--- config.mk ---
export PLATFORM = sky130hd
export DESIGN_NAME = building_light_dimmer_channel
export DESIGN_NICKNAME = d
export VERILOG_FILES = /design/src/design/bldc_pkg.sv /design/src/design/bldc_core.sv /design/src/design/bldc_drive_map.sv /design/src/design/building_light_dimmer_channel.sv
export VERILOG_INCLUDE_DIRS = /design/src /design/src/design
export SDC_FILE = /design/constraint.sdc
export NUM_CORES = 2
export LEC_CHECK = 0
export BUFFER_PORTS_ARGS = -buffer_cell sky130_fd_sc_hd__buf_2
export CAP_MARGIN = 20
export CORE_AREA = 2 2 286 232
export CTS_BUF_LIST = sky130_fd_sc_hd__clkbuf_16
export DETAILED_ROUTE_END_ITERATION = 8
export DIE_AREA = 0 0 288 234
export PLACE_DENSITY = 0.72
export SLEW_MARGIN = 10
export SYNTH_ARGS = -nofsm -noshare
export SYNTH_HDL_FRONTEND = slang
export SYNTH_SLANG_ARGS = --single-unit
--- constraint.sdc ---
create_clock -name clock -period 12.8 [get_ports clock]
set_input_delay 2.56 -clock clock [delete_from_list [all_inputs] [get_ports clock]]
set_output_delay 2.56 -clock clock [all_outputs]
set_load 0.02 [all_outputs]
--- src/design/building_light_dimmer_channel_assert.svh ---
// ----------------------------------------------------------------------------
// Dimmer channel assertion macros
// Shared property forms for the concurrent checks in the dimmer channel RTL.
// ----------------------------------------------------------------------------
`ifndef BUILDING_LIGHT_DIMMER_CHANNEL_ASSERT_SVH
`define BUILDING_LIGHT_DIMMER_CHANNEL_ASSERT_SVH

// A condition that must hold at every clock edge outside reset.
`define BLDC_ASSERT_ALWAYS(label, clk, rst, cond, msg) \
   label: assert property (@(posedge clk) disable iff (rst) (cond)) else $error(msg);

// A condition that, when true, forces another condition in the next cycle.
`define BLDC_ASSERT_NEXT(label, clk, rst, ante, cons, msg) \
   label: assert property (@(posedge clk) disable iff (rst) (ante) |=> (cons)) else $error(msg);

`endif

--- src/design/bldc_pkg.sv ---
// ----------------------------------------------------------------------------
// Dimmer channel package
// Types, codes and constants shared by the dimmer channel modules.
// ----------------------------------------------------------------------------
`default_nettype none

package bldc_pkg;

   // Input transaction opcodes. The two remaining codes start no action, but a switch-off timer may still arm.
   typedef enum logic [2:0] {
      OP_TICK    = 3'd0,
      OP_SWITCH  = 3'd1,
      OP_DIM     = 3'd2,
      OP_LEVEL   = 3'd3,
      OP_BLOCK   = 3'd4,
      OP_RESTART = 3'd5
   } op_type;

   // Configuration register indexes.
   typedef enum logic [2:0] {
      CSR_STEP_PERIOD      = 3'd0,
      CSR_SOFT_ON_PERIOD   = 3'd1,
      CSR_SOFT_OFF_PERIOD  = 3'd2,
      CSR_LEVEL_SELECT     = 3'd3,
      CSR_OFF_THRESHOLD    = 3'd4,
      CSR_OFF_DELAY        = 3'd5,
      CSR_BASIC_BRIGHTNESS = 3'd6,
      CSR_MODE_FLAGS       = 3'd7
   } csr_index_type;

   // Bit positions inside mode_flags.
   localparam int MODE_OFF_ENABLE = 0;
   localparam int MODE_POLARITY   = 1;
   localparam int MODE_JUMP       = 2;

   // Level list: entries below LIST_LAST come from the table.
   localparam logic [3:0] LIST_LAST    = 4'd12;
   localparam logic [3:0] LIST_CURRENT = 4'd14;
   localparam logic [7:0] LIST_TABLE [12] = '{
      8'd0, 8'd1, 8'd25, 8'd51, 8'd76, 8'd102,
      8'd127, 8'd153, 8'd178, 8'd204, 8'd229, 8'd255
   };

   // Drive curve constants, in 1/128 level units.
   localparam logic [14:0] FULL_DRIVE = 15'd32640;
   localparam logic [14:0] CURVE_SPAN = 15'd32314;
   localparam logic [14:0] CURVE_KNEE = 15'd325;
   localparam logic [14:0] CURVE_BASE = 15'd326;

   // Reciprocal of CURVE_SPAN, applied to the top 16 bits of the product.
   localparam logic [16:0] RECIP_MULT  = 17'd66456;
   localparam int          RECIP_SHIFT = 17;

   typedef struct packed {
      logic [15:0] step_period;
      logic [15:0] soft_on_period;
      logic [15:0] soft_off_period;
      logic [15:0] level_select;
      logic [7:0]  off_threshold;
      logic [15:0] off_delay;
      logic [14:0] basic_brightness;
      logic [2:0]  mode_flags;
   } cfg_type;

   localparam cfg_type CFG_RESET = '{
      step_period:      16'd1,
      soft_on_period:   16'd0,
      soft_off_period:  16'd0,
      level_select:     16'd0,
      off_threshold:    8'd0,
      off_delay:        16'd0,
      basic_brightness: 15'd128,
      mode_flags:       3'd0
   };

   typedef struct packed {
      logic [7:0]  level;
      logic [7:0]  previous_level;
      logic [7:0]  last_output_level;
      logic [7:0]  target_level;
      logic        dim_up;
      logic        dim_down;
      logic        off_run;
      logic        blocked;
      logic        switch_state;
      logic [15:0] step_cnt;
      logic [15:0] step_reload;
      logic [15:0] off_cnt;
   } dim_state_type;

   typedef struct packed {
      logic changed;
      logic sw_valid;
      logic sw;
      logic lv_valid;
   } report_type;

   // Feedback fields that ride alongside the drive value down the pipeline.
   typedef struct packed {
      report_type rp;
      logic [7:0] level_report;
   } side_type;

   // Load enables of the drive mapping stages.
   typedef struct packed {
      logic load2;
      logic load3;
      logic load4;
   } pipe_ctl_type;

endpackage

`default_nettype wire

--- src/design/bldc_core.sv ---
// ----------------------------------------------------------------------------
// Dimmer channel state update
// Applies one transaction to the channel state and registers its feedback.
// ----------------------------------------------------------------------------
`default_nettype none
`include "building_light_dimmer_channel_assert.svh"

module bldc_core import bldc_pkg::*; (
   input  wire logic       clock,
   input  wire logic       reset,
   input  wire cfg_type    cfg,
   input  wire logic       update,
   input  wire logic       load,
   input  wire logic [2:0] opcode,
   input  wire logic [7:0] value,
   output logic [7:0]      out_level,
   output side_type        side
);

   typedef struct packed {
      dim_state_type st;
      report_type    rp;
   } step_type;

   dim_state_type state_ff;
   dim_state_type state_in;
   logic [7:0]    out_level_ff;
   logic [7:0]    out_level_in;
   side_type      side_ff;
   side_type      side_in;

   function automatic logic [7:0] list_level(logic [3:0] idx, dim_state_type s);
      logic [7:0] r;
      if (idx < LIST_LAST) begin
         r = LIST_TABLE[idx];
      end else if (idx == LIST_LAST) begin
         r = s.last_output_level;
      end else if (idx == LIST_CURRENT) begin
         r = s.level;
      end else begin
         r = '0;
      end
      return r;
   endfunction

   function automatic dim_state_type stop_all(dim_state_type s);
      s.dim_up   = 1'b0;
      s.dim_down = 1'b0;
      s.off_run  = 1'b0;
      return s;
   endfunction

   function automatic dim_state_type start_toward(dim_state_type s, logic [7:0] tgt,
                                                  logic [15:0] period);
      s.target_level = tgt;
      s.step_reload  = period;
      s.dim_up       = tgt > s.level;
      s.dim_down     = tgt < s.level;
      s.step_cnt     = '0;
      return s;
   endfunction

   function automatic dim_state_type switch_action(dim_state_type s, cfg_type c);
      logic [7:0] t;
      t = list_level(c.level_select[3:0], s);
      if (s.switch_state) begin
         if (c.soft_on_period == '0) begin
            s.level = t;
         end else begin
            s = start_toward(s, t, c.soft_on_period);
         end
      end else begin
         if (c.soft_off_period == '0) begin
            s.level = '0;
         end else begin
            s = start_toward(s, 8'd0, c.soft_off_period);
         end
      end
      return s;
   endfunction

   function automatic step_type update_output(step_type x);
      if (x.st.level != x.st.previous_level) begin
         x.st.last_output_level = x.st.level;
         x.rp.changed = 1'b1;
         if (x.st.previous_level == '0) begin
            x.rp.sw_valid       = 1'b1;
            x.rp.sw             = 1'b1;
            x.st.switch_state   = 1'b1;
         end
         if (x.st.level == '0) begin
            x.rp.sw_valid       = 1'b1;
            x.rp.sw             = 1'b0;
            x.st.switch_state   = 1'b0;
         end
         if (!x.st.dim_up && !x.st.dim_down) begin
            x.rp.lv_valid = 1'b1;
         end
         x.st.previous_level = x.st.level;
      end
      return x;
   endfunction

   function automatic step_type blocking_event(step_type x, logic b, cfg_type c);
      x.st = stop_all(x.st);
      if (b != c.mode_flags[MODE_POLARITY]) begin
         x.st.level   = list_level(c.level_select[11:8], x.st);
         x            = update_output(x);
         x.st.blocked = 1'b1;
      end else begin
         x.st.level   = list_level(c.level_select[15:12], x.st);
         x.st.blocked = 1'b0;
      end
      return x;
   endfunction

   always_comb begin
      step_type   x;
      logic [2:0] k;
      logic [7:0] steps;
      logic [7:0] tgt;
      x.st = state_ff;
      x.rp = '0;
      k    = value[2:0];
      steps = 8'hFF >> (k - 3'd1);
      tgt  = '0;

      unique case (opcode)
         OP_TICK: begin
            if (x.st.dim_up || x.st.dim_down) begin
               if (x.st.step_cnt <= 16'd1) begin
                  if (x.st.dim_up) begin
                     if (x.st.level != 8'hFF) begin
                        x.st.level = x.st.level + 8'd1;
                     end
                     if (x.st.level < x.st.target_level) begin
                        x.st.step_cnt = x.st.step_reload;
                     end else begin
                        x.st = stop_all(x.st);
                     end
                  end else begin
                     if (x.st.level != 8'h00) begin
                        x.st.level = x.st.level - 8'd1;
                     end
                     if (x.st.level > x.st.target_level) begin
                        x.st.step_cnt = x.st.step_reload;
                     end else begin
                        x.st = stop_all(x.st);
                     end
                  end
               end else begin
                  x.st.step_cnt = x.st.step_cnt - 16'd1;
               end
            end
            // An expiring switch-off timer acts as a switch-off, blocked or not.
            if (x.st.off_run) begin
               if (x.st.off_cnt <= 16'd1) begin
                  x.st = stop_all(x.st);
                  x.st.switch_state = 1'b0;
                  x.st = switch_action(x.st, cfg);
               end else begin
                  x.st.off_cnt = x.st.off_cnt - 16'd1;
               end
            end
         end
         OP_SWITCH: begin
            if (value[0] != x.st.switch_state && !x.st.blocked) begin
               x.st = stop_all(x.st);
               x.st.switch_state = value[0];
               x.st = switch_action(x.st, cfg);
            end
         end
         OP_DIM: begin
            if (k != 3'd0) begin
               if (value[3]) begin
                  tgt = ((8'hFF - x.st.level) > steps) ? x.st.level + steps : 8'hFF;
               end else begin
                  tgt = (x.st.level > steps) ? x.st.level - steps : 8'h00;
               end
               x.st = start_toward(x.st, tgt, cfg.step_period);
            end else begin
               x.st = stop_all(x.st);
               x.rp.lv_valid = 1'b1;
            end
         end
         OP_LEVEL: begin
            x.st = stop_all(x.st);
            if (cfg.mode_flags[MODE_JUMP]) begin
               x.st.level = value;
            end else begin
               x.st = start_toward(x.st, value, cfg.step_period);
            end
         end
         OP_BLOCK: begin
            x = blocking_event(x, value[0], cfg);
         end
         OP_RESTART: begin
            x = blocking_event(x, 1'b0, cfg);
            x.st.level = list_level(cfg.level_select[7:4], x.st);
            // Force a mismatch so the bus-on level is reported unless the channel is left blocked.
            x.st.previous_level = (x.st.level == '0) ? 8'd1 : 8'd0;
         end
         default: begin
         end
      endcase

      if (!x.st.blocked) begin
         x = update_output(x);
      end

      if (x.st.level < cfg.off_threshold && cfg.mode_flags[MODE_OFF_ENABLE] &&
          !x.st.dim_up && !x.st.dim_down && !x.st.off_run) begin
         x.st.off_cnt = cfg.off_delay;
         x.st.off_run = 1'b1;
      end

      state_in             = x.st;
      out_level_in         = x.st.last_output_level;
      side_in.rp           = x.rp;
      side_in.rp.sw        = x.rp.sw_valid && x.rp.sw;
      side_in.level_report = x.rp.lv_valid ? x.st.level : 8'd0;
   end

   always_ff @(posedge clock) begin
      if (reset) begin
         state_ff <= '0;
      end else if (update) begin
         state_ff <= state_in;
      end
   end

   always_ff @(posedge clock) begin
      if (load) begin
         out_level_ff <= out_level_in;
         side_ff      <= side_in;
      end
   end

   assign out_level = out_level_ff;
   assign side      = side_ff;

   `BLDC_ASSERT_ALWAYS(a_dim_direction_exclusive, clock, reset,
      !(state_ff.dim_up && state_ff.dim_down), "dim runs both ways")
   `BLDC_ASSERT_ALWAYS(a_dim_short_of_target, clock, reset,
      (!state_ff.dim_up || state_ff.level < state_ff.target_level) &&
      (!state_ff.dim_down || state_ff.level > state_ff.target_level),
      "running dim already at target")
   `BLDC_ASSERT_NEXT(a_state_holds_between_items, clock, reset,
      !update, $stable(state_ff), "channel state changed without a transaction")

endmodule

`default_nettype wire

--- src/design/bldc_drive_map.sv ---
// ----------------------------------------------------------------------------
// Dimmer channel drive mapping
// Three-stage pipeline mapping the output level onto the brightness curve.
// ----------------------------------------------------------------------------
`default_nettype none

module bldc_drive_map import bldc_pkg::*; (
   input  wire logic         clock,
   input  wire logic [14:0]  basic_brightness,
   input  wire pipe_ctl_type ctl,
   input  wire logic [7:0]   level,
   input  wire side_type     side_in,
   output logic [14:0]       drive_value,
   output side_type          side_out
);

   // Stage 2: product of the remaining span and the level above the curve base.
   logic [14:0] ov;
   logic [14:0] b_eff;
   logic [14:0] diff;
   logic [14:0] span;
   logic [29:0] prod_in;
   logic [29:0] prod2_ff;
   logic [14:0] ov2_ff;
   logic [14:0] b2_ff;
   logic        low2_ff;
   side_type    side2_ff;

   // Stage 3: quotient estimate, at most one below the exact quotient.
   logic [32:0] est_full;
   logic [14:0] q_est_in;
   logic [14:0] q_est3_ff;
   logic [29:0] prod3_ff;
   logic [14:0] ov3_ff;
   logic [14:0] b3_ff;
   logic        low3_ff;
   side_type    side3_ff;

   // Stage 4: correction and output register.
   logic [29:0] back;
   logic [29:0] rem;
   logic [14:0] q;
   logic [14:0] drive_in;
   logic [14:0] drive_ff;
   side_type    side4_ff;

   assign ov      = {level, 7'b0};
   assign b_eff   = (basic_brightness > FULL_DRIVE) ? FULL_DRIVE : basic_brightness;
   assign diff    = FULL_DRIVE - b_eff;
   assign span    = ov - CURVE_BASE;
   assign prod_in = 30'(diff) * 30'(span);

   always_ff @(posedge clock) begin
      if (ctl.load2) begin
         prod2_ff <= prod_in;
         ov2_ff   <= ov;
         b2_ff    <= b_eff;
         low2_ff  <= ov <= CURVE_KNEE;
         side2_ff <= side_in;
      end
   end

   assign est_full = 33'(prod2_ff[29:14]) * 33'(RECIP_MULT);
   assign q_est_in = est_full[RECIP_SHIFT+14:RECIP_SHIFT];

   always_ff @(posedge clock) begin
      if (ctl.load3) begin
         q_est3_ff <= q_est_in;
         prod3_ff  <= prod2_ff;
         ov3_ff    <= ov2_ff;
         b3_ff     <= b2_ff;
         low3_ff   <= low2_ff;
         side3_ff  <= side2_ff;
      end
   end

   assign back     = 30'(q_est3_ff) * 30'(CURVE_SPAN);
   assign rem      = prod3_ff - back;
   assign q        = q_est3_ff + 15'(rem >= 30'(CURVE_SPAN));
   assign drive_in = low3_ff ? ov3_ff : q + b3_ff;

   always_ff @(posedge clock) begin
      if (ctl.load4) begin
         drive_ff <= drive_in;
         side4_ff <= side3_ff;
      end
   end

   assign drive_value = drive_ff;
   assign side_out    = side4_ff;

endmodule

`default_nettype wire

--- src/design/building_light_dimmer_channel.sv ---
// ----------------------------------------------------------------------------
// Dimmer channel top level
// One light dimmer channel with its configuration registers and pipeline.
// ----------------------------------------------------------------------------
// Usage: one instance drives one dimmer channel. Each req_ transaction
// (tick, switch, relative dim, absolute level, blocking or restart) yields
// exactly one rsp_ transaction carrying the mapped drive value and the
// switch and brightness feedback caused by that request.
// A request passes five registers from accept to response valid: the
// input register, the state update, and three stages of drive curve
// arithmetic (one multiply, then a reciprocal multiply, then a
// correction step). Each stage holds one request.
// Throughput is one transaction per cycle while rsp_stall is low.
// When rsp_stall is high the output register holds, the stages behind it
// keep filling, and req_stall rises only once all five stages are full.
// Configuration registers are written through the csr_ port, which is
// ready whenever reset is low; write them only while no request is in flight.
// A synchronous reset clears the channel state and loads the register
// defaults; the block takes requests in the cycle after reset falls.
// ----------------------------------------------------------------------------
`default_nettype none
`include "building_light_dimmer_channel_assert.svh"

module building_light_dimmer_channel import bldc_pkg::*; (
   input  wire logic        clock,
   input  wire logic        reset,
   input  wire logic        req_valid,
   output logic             req_stall,
   input  wire logic [2:0]  req_opcode,
   input  wire logic [7:0]  req_value,
   output logic             rsp_valid,
   input  wire logic        rsp_stall,
   output logic [14:0]      rsp_drive_value,
   output logic             rsp_drive_changed,
   output logic             rsp_switch_report_valid,
   output logic             rsp_switch_report,
   output logic             rsp_level_report_valid,
   output logic [7:0]       rsp_level_report,
   input  wire logic        csr_valid,
   output logic             csr_ready,
   input  wire logic [2:0]  csr_index,
   input  wire logic [15:0] csr_data
);

   cfg_type      cfg_ff;
   cfg_type      cfg_in;
   logic [4:0]   valid_ff;
   logic [4:0]   valid_in;
   logic [4:0]   free;
   logic [2:0]   opcode_ff;
   logic [7:0]   value_ff;
   logic         update;
   pipe_ctl_type ctl;
   logic [7:0]   core_level;
   side_type     core_side;
   side_type     rsp_side;

   // Configuration writes.
   assign csr_ready = !reset;

   always_comb begin
      cfg_in = cfg_ff;
      if (csr_valid && csr_ready) begin
         unique case (csr_index_type'(csr_index))
            CSR_STEP_PERIOD:      cfg_in.step_period      = csr_data;
            CSR_SOFT_ON_PERIOD:   cfg_in.soft_on_period   = csr_data;
            CSR_SOFT_OFF_PERIOD:  cfg_in.soft_off_period  = csr_data;
            CSR_LEVEL_SELECT:     cfg_in.level_select     = csr_data;
            CSR_OFF_THRESHOLD:    cfg_in.off_threshold    = csr_data[7:0];
            CSR_OFF_DELAY:        cfg_in.off_delay        = csr_data;
            CSR_BASIC_BRIGHTNESS: cfg_in.basic_brightness = csr_data[14:0];
            CSR_MODE_FLAGS:       cfg_in.mode_flags       = csr_data[2:0];
            default: begin
            end
         endcase
      end
   end

   always_ff @(posedge clock) begin
      if (reset) begin
         cfg_ff <= CFG_RESET;
      end else begin
         cfg_ff <= cfg_in;
      end
   end

   // A stage may load when it is empty or its contents move on this cycle.
   assign free[4] = !valid_ff[4] || !rsp_stall;
   assign free[3] = !valid_ff[3] || free[4];
   assign free[2] = !valid_ff[2] || free[3];
   assign free[1] = !valid_ff[1] || free[2];
   assign free[0] = !valid_ff[0] || free[1];

   assign req_stall = reset || !free[0];
   assign update    = valid_ff[0] && free[1];

   always_comb begin
      valid_in[0] = free[0] ? req_valid   : valid_ff[0];
      valid_in[1] = free[1] ? valid_ff[0] : valid_ff[1];
      valid_in[2] = free[2] ? valid_ff[1] : valid_ff[2];
      valid_in[3] = free[3] ? valid_ff[2] : valid_ff[3];
      valid_in[4] = free[4] ? valid_ff[3] : valid_ff[4];
   end

   always_ff @(posedge clock) begin
      if (reset) begin
         valid_ff <= '0;
      end else begin
         valid_ff <= valid_in;
      end
   end

   always_ff @(posedge clock) begin
      if (free[0]) begin
         opcode_ff <= req_opcode;
         value_ff  <= req_value;
      end
   end

   assign ctl.load2 = free[2];
   assign ctl.load3 = free[3];
   assign ctl.load4 = free[4];

   bldc_core u_core (
      .clock     (clock),
      .reset     (reset),
      .cfg       (cfg_ff),
      .update    (update),
      .load      (free[1]),
      .opcode    (opcode_ff),
      .value     (value_ff),
      .out_level (core_level),
      .side      (core_side)
   );

   bldc_drive_map u_drive_map (
      .clock            (clock),
      .basic_brightness (cfg_ff.basic_brightness),
      .ctl              (ctl),
      .level            (core_level),
      .side_in          (core_side),
      .drive_value      (rsp_drive_value),
      .side_out         (rsp_side)
   );

   assign rsp_valid               = valid_ff[4];
   assign rsp_drive_changed       = rsp_side.rp.changed;
   assign rsp_switch_report_valid = rsp_side.rp.sw_valid;
   assign rsp_switch_report       = rsp_side.rp.sw;
   assign rsp_level_report_valid  = rsp_side.rp.lv_valid;
   assign rsp_level_report        = rsp_side.level_report;

   `BLDC_ASSERT_ALWAYS(a_stall_only_when_full, clock, reset,
      !req_stall || (&valid_ff), "request stalled with a free stage")
   `BLDC_ASSERT_NEXT(a_output_refills, clock, reset,
      valid_ff[3] && !valid_ff[4], valid_ff[4], "empty output stage not refilled")

endmodule

`default_nettype wire

After elaboration in Yosys (flattened, before gate mapping)
Memories as Yosys holds them, arrays and structs flattened.
Index checks and enable logic that the tools add are counted.

operators by class
  add/subtract/negate cells = 13
  multipliers = 3
  magnitude comparators = 28
  equal/unequal tests = 26
  shifts and indexed selects = 1
  muxes and demuxes = 104
  bitwise operators = 4
  reduce and logical (&&, ||, !) cells = 50

operators by type and width
  kind                                                                      number
  85-bit two-way mux                                                        6
  85-bit case mux with 6 select lines                                       1
  8-bit two-way mux                                                         49
  61-bit two-way mux                                                        5
  16-bit two-way mux                                                        7
  53-bit two-way mux                                                        2
  81-bit two-way mux                                                        1
  69-bit two-way mux                                                        1
  8-bit greater-than comparator                                             6
  8-bit zero test                                                           6
  8-bit less-than comparator                                                5
  37-bit two-way mux                                                        1
  4-bit == test (second input constant)                                     8
  16-bit by 1-bit <= comparator with 1-bit output (second input constant)   2
  16-bit zero test                                                          2
  32-bit two-way mux                                                        1
  16-bit by 1-bit subtractor with 16-bit output (second input constant)     2
  30-bit by 15-bit >= comparator with 1-bit output (second input constant)  1
  15-bit by 15-bit multiplier with 30-bit output                            1
  15-bit two-way mux                                                        2
  30-bit subtractor                                                         1
  15-bit by 14-bit multiplier with 29-bit output (second input constant)    1
  16-bit by 14-bit multiplier with 29-bit output (second input constant)    1
  27-bit two-way mux                                                        1
  other kinds (38)                                                          116

storage, ports and cells
  bits in registers = 401
  memory bits (read-only) = 512
  bits of input ports = 35
  output and inout bits = 30
  memories = 4

memory list
  memory           depth  width  read ports  clocked after Yosys merged registers in  wr ports  RTL line         text
  (no name shown)  16     8      1           0                                        0         bldc_core.sv:35  r = LIST_TABLE[idx];
  (no name shown)  16     8      1           0                                        0         bldc_core.sv:35
  (no name shown)  16     8      1           0                                        0         bldc_core.sv:35
  (no name shown)  16     8      1           0                                        0         bldc_core.sv:35

Depth between registers and ports, before layout
  depth after elaboration = 27
  depth in mapped cells = 51
  mapped depth without buffers = 51

Modules after synthesis
From an unflattened synthesis, not the netlist that was laid out.

second synthesis, totals
  cells, all modules = 4056
  area total of the unflattened synthesis = 36771.5 um^2

by module, submodules not included
  module                         instances  cells each  area each (um^2)  sequential area each (um^2)
  bldc_drive_map                 1          1882        20160.6           5104.9
  bldc_core                      1          1644        12011.5           2302.2
  building_light_dimmer_channel  1          530         4599.4            2552.4

Least setup slack after synthesis
OpenSTA, ideal clock, no wires.

  kind = flip-flop to flip-flop
  start = register u_drive_map.q_est3_ff[0]
  end = register u_drive_map.drive_ff[14], in the netlist u_drive_map.drive_value[14], data pin
  library setup time = 0.260 ns
  data arrival time = 10.575 ns
  data required time = 12.540 ns
  setup slack = 1.965 ns
  stages on the path, launching flop included = 49
  buffers on the path = 0
  period minus slack after synthesis = 10.835 ns
  path through = edfxtp_1 -> fa_1 -> inv_1 -> fa_1 -> fa_1 -> inv_1 -> fa_1 -> fa_1 -> inv_1 -> fa_1 -> inv_1 -> ha_1 -> a21o_1 -> a21oi_1 -> nand2_1 -> o211a_1 -> o21a_1 -> o21ai_0 -> (+13 left out) -> a2111oi_0 -> nand3_1 -> nor4_1 -> fa_1 -> fa_1 -> nor2b_1 -> o21ai_0 -> a21boi_0 -> o21ai_0 -> a21boi_0 -> o21ai_0 -> nand2b_1 -> a21o_1 -> a21o_1 -> a31oi_1 -> o21ai_0 -> xnor2_1 -> mux2_2

on the way
  longest elaborated chain between the ends = 6

RTL lines
  what                                              RTL line              text
  start, declared                                   bldc_drive_map.sv:32  logic [14:0] q_est3_ff;
  start signal, assigned                            bldc_drive_map.sv:68  q_est3_ff <= q_est_in;
  15-bit by 14-bit multiplier with 29-bit output    bldc_drive_map.sv:77  assign back = 30'(q_est3_ff) * 30'(CURVE_SPAN);
  30-bit subtractor                                 bldc_drive_map.sv:78  assign rem = prod3_ff - back;
  30-bit by 15-bit >= comparator with 1-bit output  bldc_drive_map.sv:79  assign q = q_est3_ff + 15'(rem >= 30'(CURVE_SPAN));
  15-bit by 1-bit adder with 15-bit output *        bldc_drive_map.sv:79
  15-bit adder *                                    bldc_drive_map.sv:80  assign drive_in = low3_ff ? ov3_ff : q + b3_ff;
  15-bit two-way mux *                              bldc_drive_map.sv:80
  named net u_drive_map.drive_in[14]                bldc_drive_map.sv:43  logic [14:0] drive_in;
  end signal, assigned                              bldc_drive_map.sv:84  drive_ff <= drive_in;
  end, declared                                     bldc_drive_map.sv:44  logic [14:0] drive_ff;

Mark *: on every way through the listed nets, which the timed path passes. The rest lies on a longest branch.
A chain may end at the register's enable or synchronous reset.

Final worst setup path
  start = register u_drive_map.q_est3_ff[5]
  end = register u_drive_map.drive_ff[14], in the netlist u_drive_map.drive_value[14], data pin

Same word-level chain as after synthesis.

==> out/qor.yml <==
setup_path:
  reg2reg_to: "u_drive_map.drive_value[14]"
  worstSetupEndpointType: "flip-flop"
  worstReg2RegStart: "u_drive_map.q_est3_ff[5]"
  required_ps: 13130
  crit_arrival_ps: 12320
  max_stage_delay_ps: 540
  cp_max_fo: 5
  cp_top_family: "compound AO/OA/AOI/OAI gates"
  rr_worst_depth: 48
  cp.buffers_inverters: 5
  crit_top_cell: "fa_1"
  startpoint_type: "flip-flop"
  startpoint: "u_drive_map.q_est3_ff[5]"
  crit_path_top_delay_cell: "fa_1"
  path_class: "flip-flop to flip-flop"
  r2r_slack_ps: 810
placement:
  dp_hpwl_um: 73400
  port_buffers: 64
  gp_congestion: 0.993
sta:
  period_minus_slack_ps: 11990
  setup_tns_ps: 0
  max_clock_freq_mhz: 83.4
  worst_slew_pin_slew_ps: 1060
  final-setup-viol-count: 0
  finalCritPeriodShare: 0.937
  finClkSkew_ps: 22.6
  slew_headroom: 0.289
  rsz0062_at_grt: "false"
  finalHoldViolations: 0
  drv_slew: 0
synthesis:
  ys_seq_elements: 397
  synth-edff-count: 201
  synth_ff_type: "edfxtp_1"
  netlist_area_um2: 35900
  ys_types: 102
  synth.avg_cell_area_um2: 9.23
  yosysWarnings: 0
  synthArstFlopShare: 0
  yosysSeqAreaShare: 0.278
  synth_fp_nets: 4621
  synth_cells: 3888
cts:
  hold_buffers: 0
  cts_buffers: 43
  clock_latency_ps: 600
  cts_sinks: 397
  clk_pin_slew_ps: 70
  ctsHtreeMaxLevel: 2
  cts_buffer_depth: 3
  cts_root_buf: "clkbuf_16"
  cts_tree: "built"
die:
  die_area_um2: 67400
  std_cell_rows: 84
  core_region_area_um2: 64700
  num_io_pins: 65
  chipHeight_um: 234
  start_util: 0.554
  die_x_um: 288
global_route:
  grt_pass1_vias: 26519
  grt.total_usage: 0.279
  grt_antenna_before_repair: 0
  grt_max_degree: 78
  grt_pass1_wl_um: 148000
  grt_overflow_total: 0
route:
  drt_iter0_drc: 2929
  viasPerCell: 6.03
  drc: 0
  wl_per_cell_um: 19.8
  first_pass_iters: 9
  detail-route-antenna-nets: 0
  wl_um: 94900
  vias: 28864
hold_path:
  hp-class: "flip-flop to flip-flop"
  hold_end: "u_drive_map.side2_ff[4]"
  min-delay-start: "u_core.side[4]"
  hold_depth: 0
outcome:
  status: "completed"
finish:
  layout_commonest_cell: "inv_1"
  final_core_util: 0.595
  drive_above_1_share: 0.0660
  most-common-layout-cells: "484 x inv_1, 456 x ha_1, 341 x nor2_1, 330 x nand2_1, 242 x fa_1"
  syn_to_final_growth_pct: 7.38
  multiInputGateArea_um2: 23600
  nets: 4626
  n_fill_cell: 5624
  register_area_um2: 9960
flow_run:
  maxCapViolCount: 0
through the flow:
| stage | std cells | worst slack (ps) | hold WS, ps | instance area [um^2] |
|---|---|---|---|---|
| after CTS | 4770 | 167 | 417 | 38300 |
| after global placement | 4693 | 727 | 401 | 37000 |
| after floorplan | 3888 | 1960 | 400 | 35900 |
| after global routing | 4785 | 26.1 | 418 | 38500 |
| after detailed placement | 4693 | 325 | 405 | 37000 |
| final | 4786 | 810 | 416 | 38500 |
layer usage:
metal  vias up  wire, um  part of all wire  global-route usage
met5         -         0                 0                   0
met4         0      1340             0.014              0.0478
met3       107      9760              0.10              0.0559
met2      1233     38300              0.40               0.391
met1     13948     45500              0.48               0.445
li1      13576         -                 -                   -
kinds of logic after synthesis:
family          share of synthesized area
fa+ha+maj                           0.294
buf+inv                            0.0675
mux                                0.0304
xor+xnor                           0.0312
compound gates                      0.148
flops                               0.278
simple gates                        0.151
how the worst max path moves through the flow:
stage / endpoint / slack [ps] / depth (start not counted)
2_1_floorplan: u_drive_map.drive_value[14] / 1960 / 48
3_3_place_gp: u_drive_map.drive_value[14] / 730 / 48
3_5_place_dp: u_drive_map.drive_value[14] / 320 / 48
4_1_cts: u_drive_map.drive_value[14] / 170 / 48
5_1_grt: u_drive_map.drive_value[14] / 30 / 48
6_report: u_drive_map.drive_value[14] / 810 / 48
timing repair:
action                     4_1_cts  5_1_grt
setup endpoints to repair        0        5
gates resized for setup          0        6
setup buffers                    0       11
sequential cells by signal, indices dropped and copies added, names as in the netlist, 12 cells and up:
| signal | flops |
|---|---|
| cfg_ff | 106 |
| u_core.side | 12 |
| u_core.state_ff | 85 |
| u_drive_map.b2_ff | 14 |
| u_drive_map.b3_ff | 15 |
| u_drive_map.drive_value | 15 |
| u_drive_map.prod2_ff | 29 |
| u_drive_map.prod3_ff | 28 |
| u_drive_map.q_est3_ff | 15 |
| u_drive_map.side2_ff | 12 |
| u_drive_map.side3_ff | 12 |
| u_drive_map.side_out | 12 |
cells in the mapped netlist (74+ instances only):
cell      number  area share
dfxtp_1      196        0.11
o21ai_0      135       0.019
inv_1        480       0.050
ha_1         456        0.16
a21oi_1      242       0.034
nand2_1      331       0.035
nor3_1        78       0.011
edfxtp_1     201        0.17
nor2_1       342       0.036
xnor2_1       74       0.018
clkbuf_1     131       0.014
mux2i_1       83       0.023
fa_1         242        0.14
area by class of cell:
class	count	area share
Multi-Input combinational cell	2855	0.611
Sequential cell	397	0.259
Inverter	482	0.0470
Clock buffer	43	0.0279
Tap cell	860	0.0279
Timing Repair Buffer	114	0.0195
Clock inverter	34	0.00763
Antenna cell	1	0.0000650
Power is not shown: default switching activity piles up to over one toggle a cycle in this logic, so the estimate is an artifact.
